===== config.mk =====
export PLATFORM = sky130hd
export DESIGN_NAME = sau_mul
export DESIGN_NICKNAME = d
export VERILOG_FILES = /design/src/sv/stack_arithmetic_unit_assert.svh /design/src/sv/sau_pkg.sv /design/src/sv/sau_mul.sv
export SDC_FILE = /design/constraint.sdc
export NUM_CORES = 2
export LEC_CHECK = 0
export BUFFER_PORTS_ARGS = -buffer_cell sky130_fd_sc_hd__buf_2
export CELL_PAD_IN_SITES_DETAIL_PLACEMENT = 0
export CELL_PAD_IN_SITES_GLOBAL_PLACEMENT = 1
export CORE_ASPECT_RATIO = 2
export CORE_MARGIN = 4
export CORE_UTILIZATION = 45
export CTS_BUF_LIST = sky130_fd_sc_hd__clkbuf_8
export DETAILED_ROUTE_END_ITERATION = 6
export GPL_ROUTABILITY_DRIVEN = 0
export PLACE_DENSITY = 0.8
export SYNTH_ARGS = -nofsm -noshare
export SYNTH_HDL_FRONTEND = slang
export SYNTH_SLANG_ARGS = --single-unit

===== constraint.sdc =====
create_clock -name clk -period 8.4 [get_ports clk]
set_input_delay 1.68 -clock clk [delete_from_list [all_inputs] [get_ports clk]]
set_output_delay 1.68 -clock clk [all_outputs]
set_load 0.1 [all_outputs]

===== src/sv/stack_arithmetic_unit_assert.svh =====
// Assertion macros for the stack arithmetic unit.
`ifndef STACK_ARITHMETIC_UNIT_ASSERT_SVH
`define STACK_ARITHMETIC_UNIT_ASSERT_SVH

// Check a property on every clock edge outside reset.
`define SAU_ASSERT(lbl, prop, msg) \
  lbl: assert property (@(posedge clk) disable iff (!rst_n) (prop)) else $error(msg);

// Check a property on every clock edge, reset included.
`define SAU_ASSERT_ALWAYS(lbl, prop, msg) \
  lbl: assert property (@(posedge clk) (prop)) else $error(msg);

`endif


===== src/sv/sau_pkg.sv =====
// Shared constants for the stack arithmetic unit.
package sau_pkg;

  localparam int CELL_W          = 64;
  localparam int DEPTH_W         = 8;
  localparam int KIND_W          = 3;
  localparam int IN_TDATA_W      = 64;
  localparam int OUT_TDATA_W     = 80;
  localparam int STACK_DEPTH_DEF = 256;

  localparam logic [KIND_W-1:0] KIND_PUSH     = 3'd0;
  localparam logic [KIND_W-1:0] KIND_ADD      = 3'd1;
  localparam logic [KIND_W-1:0] KIND_SUB      = 3'd2;
  localparam logic [KIND_W-1:0] KIND_MUL      = 3'd3;
  localparam logic [KIND_W-1:0] KIND_DIV      = 3'd4;
  localparam logic [KIND_W-1:0] KIND_POP_NUM  = 3'd5;
  localparam logic [KIND_W-1:0] KIND_POP_CHAR = 3'd6;

endpackage


===== src/sv/sau_mul.sv =====
// 64-bit wrapping multiplier built from three 32x32 partial products.
module sau_mul (
  input  logic                       clk,
  input  logic                       rst_n,
  input  logic                       start,
  input  logic [sau_pkg::CELL_W-1:0] op_a,
  input  logic [sau_pkg::CELL_W-1:0] op_b,
  output logic                       done,
  output logic [sau_pkg::CELL_W-1:0] product
);
  import sau_pkg::*;

  localparam int HALF_W = CELL_W / 2;

  localparam logic [1:0] PH_LL = 2'd0;
  localparam logic [1:0] PH_LH = 2'd1;
  localparam logic [1:0] PH_HL = 2'd2;
  localparam logic [1:0] PH_END = 2'd3;

  logic              busy_r;
  logic              done_r;
  logic [1:0]        phase_r;
  logic [CELL_W-1:0] a_r;
  logic [CELL_W-1:0] b_r;
  logic [CELL_W-1:0] prod_r;
  logic [CELL_W-1:0] acc_r;
  logic [HALF_W-1:0] mx;
  logic [HALF_W-1:0] my;

  always_comb begin
    mx = (phase_r == PH_HL) ? a_r[CELL_W-1:HALF_W] : a_r[HALF_W-1:0];
    my = (phase_r == PH_LH) ? b_r[CELL_W-1:HALF_W] : b_r[HALF_W-1:0];
  end

  always_ff @(posedge clk) begin
    if (!rst_n) begin
      busy_r  <= 1'b0;
      done_r  <= 1'b0;
      phase_r <= PH_LL;
    end else begin
      done_r <= 1'b0;
      if (start) begin
        busy_r  <= 1'b1;
        phase_r <= PH_LL;
      end else if (busy_r) begin
        phase_r <= phase_r + 2'd1;
        if (phase_r == PH_END) begin
          busy_r <= 1'b0;
          done_r <= 1'b1;
        end
      end
    end
  end

  always_ff @(posedge clk) begin
    if (start) begin
      a_r <= op_a;
      b_r <= op_b;
    end else if (busy_r) begin
      if (phase_r != PH_END) begin
        prod_r <= CELL_W'(mx) * CELL_W'(my);
      end
      case (phase_r) inside
        PH_LH:   acc_r <= prod_r;
        PH_HL,
        PH_END:  acc_r[CELL_W-1:HALF_W] <= acc_r[CELL_W-1:HALF_W] + prod_r[HALF_W-1:0];
        default: acc_r <= acc_r;
      endcase
    end
  end

  assign done    = done_r;
  assign product = acc_r;

endmodule


==> impl_metrics.json <==
{
  "status": "complete, no violations",
  "fp.coreArea_um2": 95100,
  "wl_per_cell_um": 27.1,
  "worstMarginPinSlew_ps": 854,
  "hold_viol_final": 0,
  "worstPathMaxFanout": 8,
  "drv_slew": 0,
  "grtUsageMet1_pct": 32.5,
  "antenna_found_initial": 5,
  "clock_sinks": 260,
  "num-fill-cells": 8385,
  "hold_buffers": 0,
  "period_minus_slack_ps": 8300,
  "layout_commonest_cell": "inv_1",
  "dp_hpwl_um": 136000,
  "required_ps": 8810,
  "ys.warnings.count": 0,
  "end_kind": "flop",
  "synth_area_leaders": "fa_1 (42%), edfxtp_1 (18%), ha_1 (8.7%), inv_1 (7.9%), nor2_1 (5.4%)",
  "fin_crit_sh_pct": 98.8,
  "grtUsageMet3_pct": 7.21,
  "critPathMostFrequentCell": "fa_1",
  "synth_enable_flop_cells": 256,
  "startpoint_type": "flop",
  "grt-busiest-layer": "met2",
  "hold_class": "flop to flop",
  "grt_pass1_vias": 37300,
  "syn_avg_cell_area_um2": 9.82,
  "synth_largest_area_cell": "fa_1",
  "async_reset_ff_share_pct": 0,
  "ys_seq_area_share_pct": 18.0,
  "setup_violations": 0,
  "rsz0062_at_grt": "yes",
  "netlist_instances": 4385,
  "initial_core_util_pct": 45.3,
  "clock_skew_ps": 120,
  "fmax_mhz": 120,
  "max_slew_margin_pct": 41.4,
  "drt_wl_total_um": 166000,
  "syn_nets": 5711,
  "clock-root-buffer": "clkbuf_8",
  "grtUsageTotal_pct": 33.3,
  "h-tree-depth": 2,
  "holdWs_ps": 415,
  "grt_first_pass_wirelength_um": 238000,
  "syn_area_um2": 43100,
  "die_w_um": 227,
  "die_area_um2": 101000,
  "nets": 6205,
  "critPathKind": "flop to flop",
  "die_y_um": 445,
  "ant_nets": 0,
  "layout-drive-gt1-share_pct": 18.8,
  "drc": 0,
  "grt_use_met2_pct": 56.5,
  "cp_slowest_cell": "fa_1",
  "final_cells": 6128,
  "clkTransAtPathRegs_ps": 70,
  "drt_first_iter_violations": 2694,
  "grt_max_degree": 70,
  "worstPathArrival_ps": 8710,
  "vias_per_cell": 5.59,
  "num_rows": 160,
  "synth_cell_type_count": 63,
  "portBuffers": 195,
  "final_cell_mix": "inv_1 (898), fa_1 (879), nor2_1 (609), nand2_1 (535), buf_4 (359)",
  "clk_latency_ps": 750,
  "maxCapViolCount": 0,
  "dr.pass1.iters": 6,
  "numCtsBuffers": 39,
  "overflow": 0,
  "worst_path_largest_cell_delay_ps": 570,
  "synth_top_area_share_pct": 41.7,
  "place_inst": 6019,
  "synthFlopType": "edfxtp_1",
  "vias": 34300,
  "clock_path_buffers": 3,
  "ios": 196,
  "cts_tree": "built",
  "synthToLayoutAreaGrowth_pct": 17.9,
  "ys_ff_latch": 260
}
[cells by family (layout without fill, tap and decap cells)]
| kind of cell | Yosys count | count (layout) | share of synthesized area [%] |
|---|---|---|---|
| and+or+nand+nor | 1263 | 1263 | 11.6 |
| adders and majority gates | 1195 | 1195 | 50.4 |
| buffers and inverters | 1097 | 1620 | 9.59 |
| AOI/OAI and AO/OA | 351 | 351 | 5.38 |
| DFF | 260 | 260 | 18.0 |
| muxes | 131 | 131 | 3.24 |
| xor gates and xnor gates | 88 | 88 | 1.79 |
| other | 0 | 5 | 0 |
[registers in the layout, summed over array words and instances, names as in the netlist]
name / count
phase_r: 2
prod_r: 64
b_r: 64
busy_r: 1
done: 1
product: 64
a_r: 64
[routing by layer]
layer	vias up	routed length, µm
met2	1825	81500
met1	17200	49000
li1	14400	-
met4	2	23200
met3	836	12400
met5	-	80
[final timing paths]
kind                                              to                     from  cells past startpoint  slack (ps)
worst max register to register  prod_r[52]$_DFFE_PP_  phase_r[0]$_SDFFE_PP0P_                     30         100
worst min-delay path            product[1]$_DFFE_PP_      prod_r[1]$_DFFE_PP_                      0         410
worst max-delay path            prod_r[52]$_DFFE_PP_  phase_r[0]$_SDFFE_PP0P_                     30         100
worst min register to register  product[1]$_DFFE_PP_      prod_r[1]$_DFFE_PP_                      0         410
[per-stage QoR]
| step | util [%] | setup slack [ps] | instance area [µm²] | setup TNS (ps) |
|---|---|---|---|---|
| final | 53.4 | 97.9 | 50800 | 0 |
| after floorplan | - | 2.84 | 43100 | 0 |
| after global placement | 51.4 | -120 | 48800 | -633 |
| after CTS | 52.4 | 0.147 | 49800 | 0 |
| after detailed placement | 51.4 | -174 | 48800 | -1080 |
| after global routing | 53.4 | -53.1 | 50800 | -166 |
[layout make-up]
type / count / area [µm²] / area share (%)
Clock buffer: 39 / 537 / 1.06
Antenna cell: 5 / 12.5 / 0.0246
Clock inverter: 31 / 267 / 0.525
Multi-Input combinational cell: 3028 / 32000 / 62.9
Sequential cell: 260 / 7770 / 15.3
Timing Repair Buffer: 644 / 5280 / 10.4
Tap cell: 1215 / 1520 / 2.99
Inverter: 906 / 3420 / 6.73
[what timing repair did]
item | in CTS | in global routing
resized for setup | 29 | 146
endpoints found under the hold margin | 0 | 0
pin swaps | 4 | 58
setup buffers | 3 | 29
gates cloned | 1 | 2
setup endpoints to repair | 14 | 31
[worst max-delay path, delay by kind of cell (launching register included)]
family	cells	cell delay, ps
compound gates	5	1180
xor+xnor	1	100
fa+ha+maj	10	4340
buf+inv	10	1310
flops	1	360
mux	1	320
simple gates	3	320
[Yosys cell counts, types with 3 or more instances]
library cell / number
nor3_1: 13
a221oi_1: 4
and3_1: 12
inv_1: 906
buf_1: 13
nor2b_1: 6
a31oi_1: 15
fa_1: 897
a211o_1: 4
a41oi_1: 8
a211oi_1: 9
clkbuf_1: 174
ha_1: 298
a21oi_1: 98
mux2_2: 67
o21ai_0: 82
o21a_1: 14
nand4_1: 20
o31ai_1: 7
buf_2: 3
a21o_1: 50
nor2_1: 618
and4_1: 4
a21boi_0: 4
xnor2_1: 55
o211ai_2: 3
mux2i_1: 64
xor2_1: 33
and2_1: 11
o21bai_1: 15
a31o_2: 3
nand2b_1: 19
edfxtp_1: 256
a2111o_1: 3
dfxtp_1: 4
o21ai_1: 3
nand2_1: 538
nand3_1: 16
o211ai_1: 4
Power is left out: the tool's default activity adds up to more than one toggle a clock period on the data nets, which glitch-free logic cannot reach.
