==> config.mk <==
export PLATFORM = sky130hd
export DESIGN_NAME = sau_div
export DESIGN_NICKNAME = d
export VERILOG_FILES = /design/src/sv/stack_arithmetic_unit_assert.svh /design/src/sv/sau_pkg.sv /design/src/sv/sau_div.sv
export SDC_FILE = /design/constraint.sdc
export NUM_CORES = 1
export LEC_CHECK = 0
export ABC_AREA = 0
export BUFFER_PORTS_ARGS = -buffer_cell sky130_fd_sc_hd__buf_2
export CAP_MARGIN = 15
export CORE_ASPECT_RATIO = 1.5
export CORE_MARGIN = 2
export CORE_UTILIZATION = 32
export CTS_CLUSTER_SIZE = 40
export DETAILED_ROUTE_END_ITERATION = 7
export GPL_ROUTABILITY_DRIVEN = 1
export SLEW_MARGIN = 10
export SYNTH_ARGS = -nofsm -noshare
export SYNTH_HDL_FRONTEND = slang
export SYNTH_SLANG_ARGS = --single-unit
==> constraint.sdc <==
create_clock -name clk -period 5.3 [get_ports clk]
set_clock_uncertainty 0.1 [all_clocks]
set_input_delay 0.53 -clock clk [delete_from_list [all_inputs] [get_ports clk]]
set_output_delay 0.53 -clock clk [all_outputs]
set_load 0.05 [all_outputs]
==> src/sv/stack_arithmetic_unit_assert.svh <==
// Assertion macros for the stack arithmetic unit.
`ifndef STACK_ARITHMETIC_UNIT_ASSERT_SVH
`define STACK_ARITHMETIC_UNIT_ASSERT_SVH

// Check a property on every clock edge outside reset.
`define SAU_ASSERT(lbl, prop, msg) \
  lbl: assert property (@(posedge clk) disable iff (!rst_n) (prop)) else $error(msg);

// Check a property on every clock edge, reset included.
`define SAU_ASSERT_ALWAYS(lbl, prop, msg) \
  lbl: assert property (@(posedge clk) (prop)) else $error(msg);

`endif

==> src/sv/sau_pkg.sv <==
// Shared constants for the stack arithmetic unit.
package sau_pkg;

  localparam int CELL_W          = 64;
  localparam int DEPTH_W         = 8;
  localparam int KIND_W          = 3;
  localparam int IN_TDATA_W      = 64;
  localparam int OUT_TDATA_W     = 80;
  localparam int STACK_DEPTH_DEF = 256;

  localparam logic [KIND_W-1:0] KIND_PUSH     = 3'd0;
  localparam logic [KIND_W-1:0] KIND_ADD      = 3'd1;
  localparam logic [KIND_W-1:0] KIND_SUB      = 3'd2;
  localparam logic [KIND_W-1:0] KIND_MUL      = 3'd3;
  localparam logic [KIND_W-1:0] KIND_DIV      = 3'd4;
  localparam logic [KIND_W-1:0] KIND_POP_NUM  = 3'd5;
  localparam logic [KIND_W-1:0] KIND_POP_CHAR = 3'd6;

endpackage

==> src/sv/sau_div.sv <==
// Signed 64-bit divider, one quotient bit per cycle, truncating toward zero.
module sau_div (
  input  logic                       clk,
  input  logic                       rst_n,
  input  logic                       start,
  input  logic [sau_pkg::CELL_W-1:0] dividend,
  input  logic [sau_pkg::CELL_W-1:0] divisor,
  output logic                       done,
  output logic [sau_pkg::CELL_W-1:0] quotient
);
  import sau_pkg::*;

  localparam int CNT_W = $clog2(CELL_W);
  localparam logic [CNT_W-1:0] CNT_LAST = CNT_W'(CELL_W - 1);

  logic              busy_r;
  logic              fix_r;
  logic              done_r;
  logic [CNT_W-1:0]  cnt_r;
  logic              neg_r;
  logic [CELL_W-1:0] mb_r;
  logic [CELL_W-1:0] rem_r;
  logic [CELL_W-1:0] quo_r;
  logic [CELL_W-1:0] q_r;
  logic [CELL_W:0]   rem_sh;
  logic [CELL_W:0]   diff;

  always_comb begin
    rem_sh = {rem_r, quo_r[CELL_W-1]};
    diff   = rem_sh - {1'b0, mb_r};
  end

  always_ff @(posedge clk) begin
    if (!rst_n) begin
      busy_r <= 1'b0;
      fix_r  <= 1'b0;
      done_r <= 1'b0;
      cnt_r  <= '0;
    end else begin
      done_r <= 1'b0;
      fix_r  <= 1'b0;
      if (start) begin
        busy_r <= 1'b1;
        cnt_r  <= '0;
      end else if (busy_r) begin
        cnt_r <= cnt_r + CNT_W'(1);
        if (cnt_r == CNT_LAST) begin
          busy_r <= 1'b0;
          fix_r  <= 1'b1;
        end
      end else if (fix_r) begin
        done_r <= 1'b1;
      end
    end
  end

  always_ff @(posedge clk) begin
    if (start) begin
      neg_r <= dividend[CELL_W-1] ^ divisor[CELL_W-1];
      mb_r  <= divisor[CELL_W-1] ? (CELL_W'(0) - divisor) : divisor;
      quo_r <= dividend[CELL_W-1] ? (CELL_W'(0) - dividend) : dividend;
      rem_r <= '0;
    end else if (busy_r) begin
      if (!diff[CELL_W]) begin
        rem_r <= diff[CELL_W-1:0];
        quo_r <= {quo_r[CELL_W-2:0], 1'b1};
      end else begin
        rem_r <= rem_sh[CELL_W-1:0];
        quo_r <= {quo_r[CELL_W-2:0], 1'b0};
      end
    end else if (fix_r) begin
      q_r <= neg_r ? (CELL_W'(0) - quo_r) : quo_r;
    end
  end

  assign done     = done_r;
  assign quotient = q_r;

endmodule

==> out/qor_table.md, run 1 <==
| Item | This run |
|:---|:---|
| Result of the run | complete, no violations |
| Initial cell density of the core | 32.34% |
| Reg clk slew, reported paths | 0.06 ns |
| Clock buffer depth | 3 |
| Detailed-route DRC error count | 0 |
| Part of the total power dissipated in the clock network | 33.2% |
| Number of vias per cell after detailed routing | 5.309 |
| RSZ-0062 raised after global routing | no |
| Crit path required time | 5.52 ns |
| Cell types with the largest area share after synthesis | sky130_fd_sc_hd__edfxtp_1, sky130_fd_sc_hd__dfxtp_1, sky130_fd_sc_hd__xnor2_1 |
| Endpoint of the worst-slack reg-to-reg timing path | rem_r[60] |
| Worst-case setup margin in the final layout | 1.028 ns |
| Share of async-settable or async-resettable flops after synthesis | 0% |
| MaxCap Viol Count | 0 |
| Overall Power | 6.135 mW |
| Part of the Yosys area used for sequential elements | 41.06% |
| Num ports | 196 |
| Leakage power of the design | 7.577 nW |
| Cell Area, Synth | 17670 um2 |
| Post-CTS Setup Bufs | 0 |
| Category of the worst setup path launch point | primary input |
| Overall routed net length | 49830 um |
| CTS resizes | 0 |
| H-tree depth | 1 |
| Routed vias | 14950 |
| Antenna violations before repair | 5 |
| Met2 track utilization from global routing | 33.14% |
| Wire length of the first global-routing pass | 79070 um |
| Clock tree from TritonCTS | built |
| Avg Inst Size Synth | 9.055 um2 |
| Internal Power | 4.223 mW |
| Headroom to the max-slew limit | 32.01% |
| Critical path capture point | mb_r[61] |
| Met3 Use GR | 2.218% |
| Top Usage Layer GRT | met2 |
| Number of sinks on the clock net | 266 |
| Final count of hold timing violations | 0 |
| Post-layout utilization of the core | 37.11% |
| Setup crit start | divisor[13] |
| Port Buffers | 195 |
| DP Wirelength | 37820 um |
| Largest net degree at the start of global routing | 89 |
| DIE AREA | 57170 um2 |
| Share of the clock period used by the worst path after layout | 80.60% |
| Share of power burned in combinational logic | 25.0% |
| Share of cells above drive strength 1 | 14.01% |
| Synth top cells by count | sky130_fd_sc_hd__nor2_1, sky130_fd_sc_hd__edfxtp_1, sky130_fd_sc_hd__a21oi_1 |
| Worst reg2reg setup slack | 1.08 ns |
| Post-Route Setup TNS | 0 ns |
| Net total in the final layout | 2298 |
| Met1 global-route usage | 18.45% |
| Arrival time at the worst endpoint | 4.49 ns |
| Final-report max-slew violation count | 0 |
| Antenna-violating nets left | 0 |
| Tot GR Track Use | 17.08% |
| Weighted congestion at the end of routability-driven global placement | 0.9014 |
| Library cell occupying the most area in the post-synthesis netlist | sky130_fd_sc_hd__edfxtp_1 |
| Number of DRC markers in iteration 0 | 845 |
| Instance count along the most critical hold path | 1 |
| Reg2Reg Depth | 15 |
| Slew @ Worst Pin | 1.009 ns |
| Synthesized flop and latch total | 266 |
| Flop pwr share | 41.8% |
| Post-route insts no fill | 2816 |
| Type of the tightest min-delay check | in2reg |
| Synthesis warning total | 0 |
| Initial DRT Pass Iterations | 6 |
| Area growth, synth to finish | 14.74% |
| Worst ir drop on vdd | 0.0002501 V |
| Max Fclk | 234.1 MHz |
| Count of mapped cells out of synthesis | 1952 |
| Overflow left after global routing | 0 |
| Share of total power consumed by net switching | 31.17% |
| Number of distinct library cells after synthesis | 70 |
| Height of the die | 291.8 um |
| Launching point of the worst reg2reg path | quo_r[63] |
| Areal power density over the cells | 302.5 nW/um2 |
| Die X | 195.9 um |
| Library cell used as clock root buffer | sky130_fd_sc_hd__clkbuf_16 |
| Highest fanout seen on the critical path | 7 |
| Worst slack at placement | 0.4050 ns |
| CP Class | in2reg |
| Via count of the first global-routing pass | 14940 |
| Hold-fix buffers, CTS | 0 |
| Net switching power | 1.912 mW |
| Number of filler cells placed in the layout | 5560 |
| Core Area | 54650 um2 |
| Worst Setup End Kind | register |
| Placed Instances | 2763 |
| Leading cell type by number of instances after synthesis | sky130_fd_sc_hd__nor2_1 |
| Most used DFF post-synth | sky130_fd_sc_hd__edfxtp_1 |
| Worst-Skew Late Latency | 0.58 ns |
| Top cell type's share of synthesized area | 32.79% |
| Final setup vio count | 0 |
| Detail-routed net length per standard cell | 17.69 um |
| Std cell rows | 105 |
| Syn_nets | 2152 |
| Number of enable-type register cells in the synthesized netlist | 193 |
| Final critical-path required period | 4.272 ns |
| CTS Buf Count | 28 |
[metal layers]
metal	part of all wire [%]	vias up
met1	39	7016
met3	4.3	102
met4	3.7	8
met2	53	374
li1	-	7451
met5	0.11	-
[cells by family after synthesis]
kind of cell    share of synthesized area [%]
buf+inv                                 4.233
xor+xnor                                11.74
compound gates                          20.47
simple gates                            16.13
mux                                     1.437
fa+ha+maj                               4.927
flops                                   41.06
[cell usage in the layout (no fill, tap or decap), types with 6 or more instances in the layout]
cell and instances:
sky130_fd_sc_hd__a31oi_1 12, sky130_fd_sc_hd__a311oi_1 16, sky130_fd_sc_hd__clkbuf_16 29, sky130_fd_sc_hd__buf_4 23, sky130_fd_sc_hd__o21ai_0 120, sky130_fd_sc_hd__inv_1 94, sky130_fd_sc_hd__nor3_1 39, sky130_fd_sc_hd__nor4_1 14
sky130_fd_sc_hd__or2_2 9, sky130_fd_sc_hd__a21oi_1 178, sky130_fd_sc_hd__xnor2_1 153, sky130_fd_sc_hd__a211oi_1 45, sky130_fd_sc_hd__or4_1 21, sky130_fd_sc_hd__o21ai_1 6, sky130_fd_sc_hd__edfxtp_1 193, sky130_fd_sc_hd__dfxtp_1 72
sky130_fd_sc_hd__nand4_1 28, sky130_fd_sc_hd__mux2i_1 22, sky130_fd_sc_hd__a21o_1 33, sky130_fd_sc_hd__nor2b_1 13, sky130_fd_sc_hd__o21bai_1 14, sky130_fd_sc_hd__buf_2 194, sky130_fd_sc_hd__a31o_2 6, sky130_fd_sc_hd__o31ai_1 57
sky130_fd_sc_hd__and3_1 9, sky130_fd_sc_hd__o211ai_1 7, sky130_fd_sc_hd__nand2b_1 15, sky130_fd_sc_hd__nor2_1 201, sky130_fd_sc_hd__ha_1 68, sky130_fd_sc_hd__nand3_1 28, sky130_fd_sc_hd__o221ai_1 6, sky130_fd_sc_hd__o41ai_1 21
sky130_fd_sc_hd__xor2_1 84, sky130_fd_sc_hd__nand2_1 140, sky130_fd_sc_hd__or3_1 43
[area by class of cell]
| type | instances | area [um2] | share of cell area [%] |
|---|---|---|---|
| Tap cell | 695 | 869.6 | 4.288 |
| Antenna cell | 1 | 2.502 | 0.01234 |
| Clock buffer | 35 | 768.2 | 3.788 |
| Clock inverter | 17 | 166.4 | 0.8206 |
| Timing Repair Buffer | 219 | 1177 | 5.806 |
| Sequential cell | 266 | 7261 | 35.80 |
| Multi-Input combinational cell | 1489 | 9682 | 47.74 |
| Inverter | 94 | 352.8 | 1.740 |
[metrics by stage]
stage | hold WS, ns | cell area (um2)
after floorplan | 0.3537 | 17670
after global placement | 0.3683 | 19340
after detailed placement | 0.3902 | 19340
after CTS | 0.02028 | 20280
after global routing | 0.04087 | 20280
final | 0.06942 | 20280
[state kept, by name, summed over array words and instances, names as in the netlist]
signal    flops
busy_r        1
cnt_r         6
done          1
fix_r         1
mb_r         64
neg_r         1
quo_r        64
quotient     64
rem_r        64
[worst max-delay path, cell delays in order]
cell                      delay [ns]
sky130_fd_sc_hd__buf_2          0.11
sky130_fd_sc_hd__or4_4          0.55
sky130_fd_sc_hd__or3_4          0.42
sky130_fd_sc_hd__nor4b_4        0.41
sky130_fd_sc_hd__nand3_2        0.18
sky130_fd_sc_hd__or3_4          0.37
sky130_fd_sc_hd__or4_4          0.47
sky130_fd_sc_hd__or4_4          0.52
sky130_fd_sc_hd__or3_1          0.53
sky130_fd_sc_hd__o31ai_2        0.30
sky130_fd_sc_hd__xnor2_1        0.10
[power by group through the flow]
stage	registers [mW]	clock network (mW)	logic [mW]
6_report	2.56	2.04	1.53
5_1_grt	2.59	2.18	1.71
4_1_cts	2.56	2.11	1.53
3_5_place_dp	2.61	0	1.52
3_3_place_gp	2.60	0	1.51
2_1_floorplan	2.57	0	1.12
[worst min-delay path by stage]
| stage | from | endpoint | slack, ns |
|---|---|---|---|
| floorplan | cnt_r[5] | cnt_r[5] | 0.35 |
| global route | divisor[0] | mb_r[0] | 0.04 |
| finish | divisor[0] | mb_r[0] | 0.07 |
| CTS | divisor[0] | mb_r[0] | 0.02 |
| global placement | cnt_r[5] | cnt_r[5] | 0.37 |
| detailed placement | rem_r[39] | rem_r[39] | 0.39 |
No activity file was read; power rests on OpenSTA's default activity.
==> run 2: changes to the inputs <==
- clock period: 5.3 -> 3.6 ns (I/O delays scaled with it)
==> out/qor_table.md, run 2 (synthesis gave the netlist of run 1 again) <==
| Item | This run |
|:---|:---|
| Arrival time at the worst endpoint | 4.05 ns |
| Area growth, synth to finish | 31.57% |
| Initial cell density of the core | 32.34% |
| Worst-Skew Late Latency | 0.57 ns |
| Violated checks | negative setup slack |
| Die X | 195.9 um |
| Critical path cell sequence | buf_6 -> or4_4 -> or3_4 -> nor4b_4 -> nand3_2 -> or3_4 -> or4_4 -> or4_4 -> or3_4 -> buf_4 -> nor4b_4 |
| Overall routed net length | 54020 um |
| Share of cells above drive strength 1 | 26.80% |
| MaxCap Viol Count | 0 |
| Antenna-violating nets left | 0 |
| Net total in the final layout | 2596 |
| Library cell used as clock root buffer | sky130_fd_sc_hd__clkbuf_16 |
| Final-report max-slew violation count | 0 |
| Slew @ Worst Pin | 0.8771 ns |
| Number of sinks on the clock net | 266 |
| Number of filler cells placed in the layout | 5357 |
| CTS Buf Count | 28 |
| Max Fclk | 266.4 MHz |
| Worst Setup End Kind | register |
| Overall Power | 9.626 mW |
| Detailed-route DRC error count | 0 |
| Via count of the first global-routing pass | 16260 |
| Number of vias per cell after detailed routing | 5.219 |
| Std cell rows | 105 |
| Detail-routed net length per standard cell | 17.34 um |
| Setup crit start | divisor[13] |
| Height of the die | 291.8 um |
| Most common library cell in the layout ignoring fill and taps | sky130_fd_sc_hd__buf_4 |
| Clock buffer depth | 3 |
| Top library cells by usage in the layout, fill and taps aside | sky130_fd_sc_hd__buf_4, sky130_fd_sc_hd__nor2_1, sky130_fd_sc_hd__edfxtp_1 |
| Routed vias | 16260 |
| Port Buffers | 195 |
| Result of the run | complete, but fails checks |
| DP Wirelength | 40800 um |
| Highest fanout seen on the critical path | 7 |
| CP Class | in2reg |
| Weighted congestion at the end of routability-driven global placement | 0.8874 |
| Slowest Stage Delay on Critical Path | 0.53 ns |
| H-tree depth | 1 |
| Final setup vio count | 8 |
| RSZ-0062 raised after global routing | yes |
| Placed Instances | 3015 |
| Overflow left after global routing | 0 |
| Type of the tightest min-delay check | in2reg |
| Core Area | 54650 um2 |
| Launching point of the worst reg2reg path | quo_r[49] |
| Category of the worst setup path launch point | primary input |
| Reg clk slew, reported paths | 0.06 ns |
| Headroom to the max-slew limit | 41.52% |
| Final critical-path required period | 3.754 ns |
| Num ports | 196 |
| Critical path's slowest cell | sky130_fd_sc_hd__or4_4 |
| Post-route insts no fill | 3116 |
| Tot GR Track Use | 18.24% |
| DIE AREA | 57170 um2 |
| Leakage power of the design | 9.108 nW |
| Final count of hold timing violations | 0 |
| Initial DRT Pass Iterations | 5 |
| Number of DRC markers in iteration 0 | 779 |
| Worst Hold Launch | divisor[50] |
| Worst ir drop on vdd | 0.0002773 V |
| Worst-case setup margin in the final layout | -0.1544 ns |
| Wire length of the first global-routing pass | 84190 um |
| Antenna violations before repair | 6 |
| Clock tree from TritonCTS | built |
| Areal power density over the cells | 414.0 nW/um2 |
| Largest net degree at the start of global routing | 136 |
| Share of the clock period used by the worst path after layout | 104.3% |
| Crit path required time | 3.90 ns |
[run 2: cell types whose count changed in the layout (fill, tap and decap cells not counted), sizes merged]
| cell | previous run | this run |
|---|---|---|
| inv | 98 | 95 |
| diode | 1 | 3 |
| dlygate4sd3 | 0 | 28 |
| buf | 218 | 487 |
| clkbuf | 36 | 42 |
| clkinv | 10 | 6 |
| clkinvlp | 0 | 2 |
[run 2: path summary, 6_finish.rpt]
kind	end	slack, ns	depth (start not counted)
max	mb_r[63]	-0.15	11
min	mb_r[50]	0.04	2
max reg2reg	quotient[63]	0.10	8
min reg2reg	rem_r[39]	0.40	2
[run 2: worst max-delay path, delay by kind of cell]
| kind | cells | cell delay [ns] |
|---|---|---|
| buffers and inverters | 2 | 0.27 |
| and+or+nand+nor | 9 | 3.41 |
[run 2: power breakdown]
group          switching (mW)  leakage [nW]  internal [mW]  total (mW)
registers               0.176          2.44           3.60        3.77
clock network            1.28         0.452           1.75        3.04
logic                    1.54          6.22           1.28        2.82
total                    3.00          9.11           6.63        9.63
[run 2: timing repair]
action / 4_1_cts / 5_1_grt
gates cloned: 0 / 1
setup endpoints to repair: 70 / 88
hold buffers: 28 / 0
setup buffers: 5 / 12
hold endpoints to repair: 30 / 0
pin swaps: 13 / 29
gates resized for setup: 36 / 65
[run 2: cell type report]
| cell class | instances | area [um2] | area share [%] |
|---|---|---|---|
| Antenna cell | 3 | 7.507 | 0.03228 |
| Clock buffer | 40 | 797.0 | 3.427 |
| Clock inverter | 12 | 143.9 | 0.6188 |
| Inverter | 94 | 352.8 | 1.517 |
| Multi-Input combinational cell | 1489 | 10250 | 44.08 |
| Sequential cell | 266 | 7261 | 31.22 |
| Tap cell | 695 | 869.6 | 3.740 |
| Timing Repair Buffer | 517 | 3572 | 15.36 |
[run 2: layer usage]
layer / up-vias / wire [um] / GRT usage, %
met5: - / 41 / 0
met2: 413 / 28490 / 34.77
met1: 7678 / 20710 / 19.66
met4: 6 / 2510 / 8.684
li1: 8049 / - / -
met3: 116 / 2259 / 2.402
[run 2: per-stage QoR]
stage	worst slack [ns]	TNS, ns	utilization, %	cell area (um2)	hold WS [ns]
2_1_floorplan	-0.5761	-7.051	-	17770	0.3537
3_3_place_gp	-0.9522	-22.17	39.11	21370	0.3647
3_5_place_dp	-1.011	-21.90	39.11	21370	0.3900
4_1_cts	-0.2149	-1.174	41.75	22820	0.003101
5_1_grt	-0.1955	-1.815	42.54	23250	0.03239
6_report	-0.1544	-0.8796	42.55	23250	0.04439
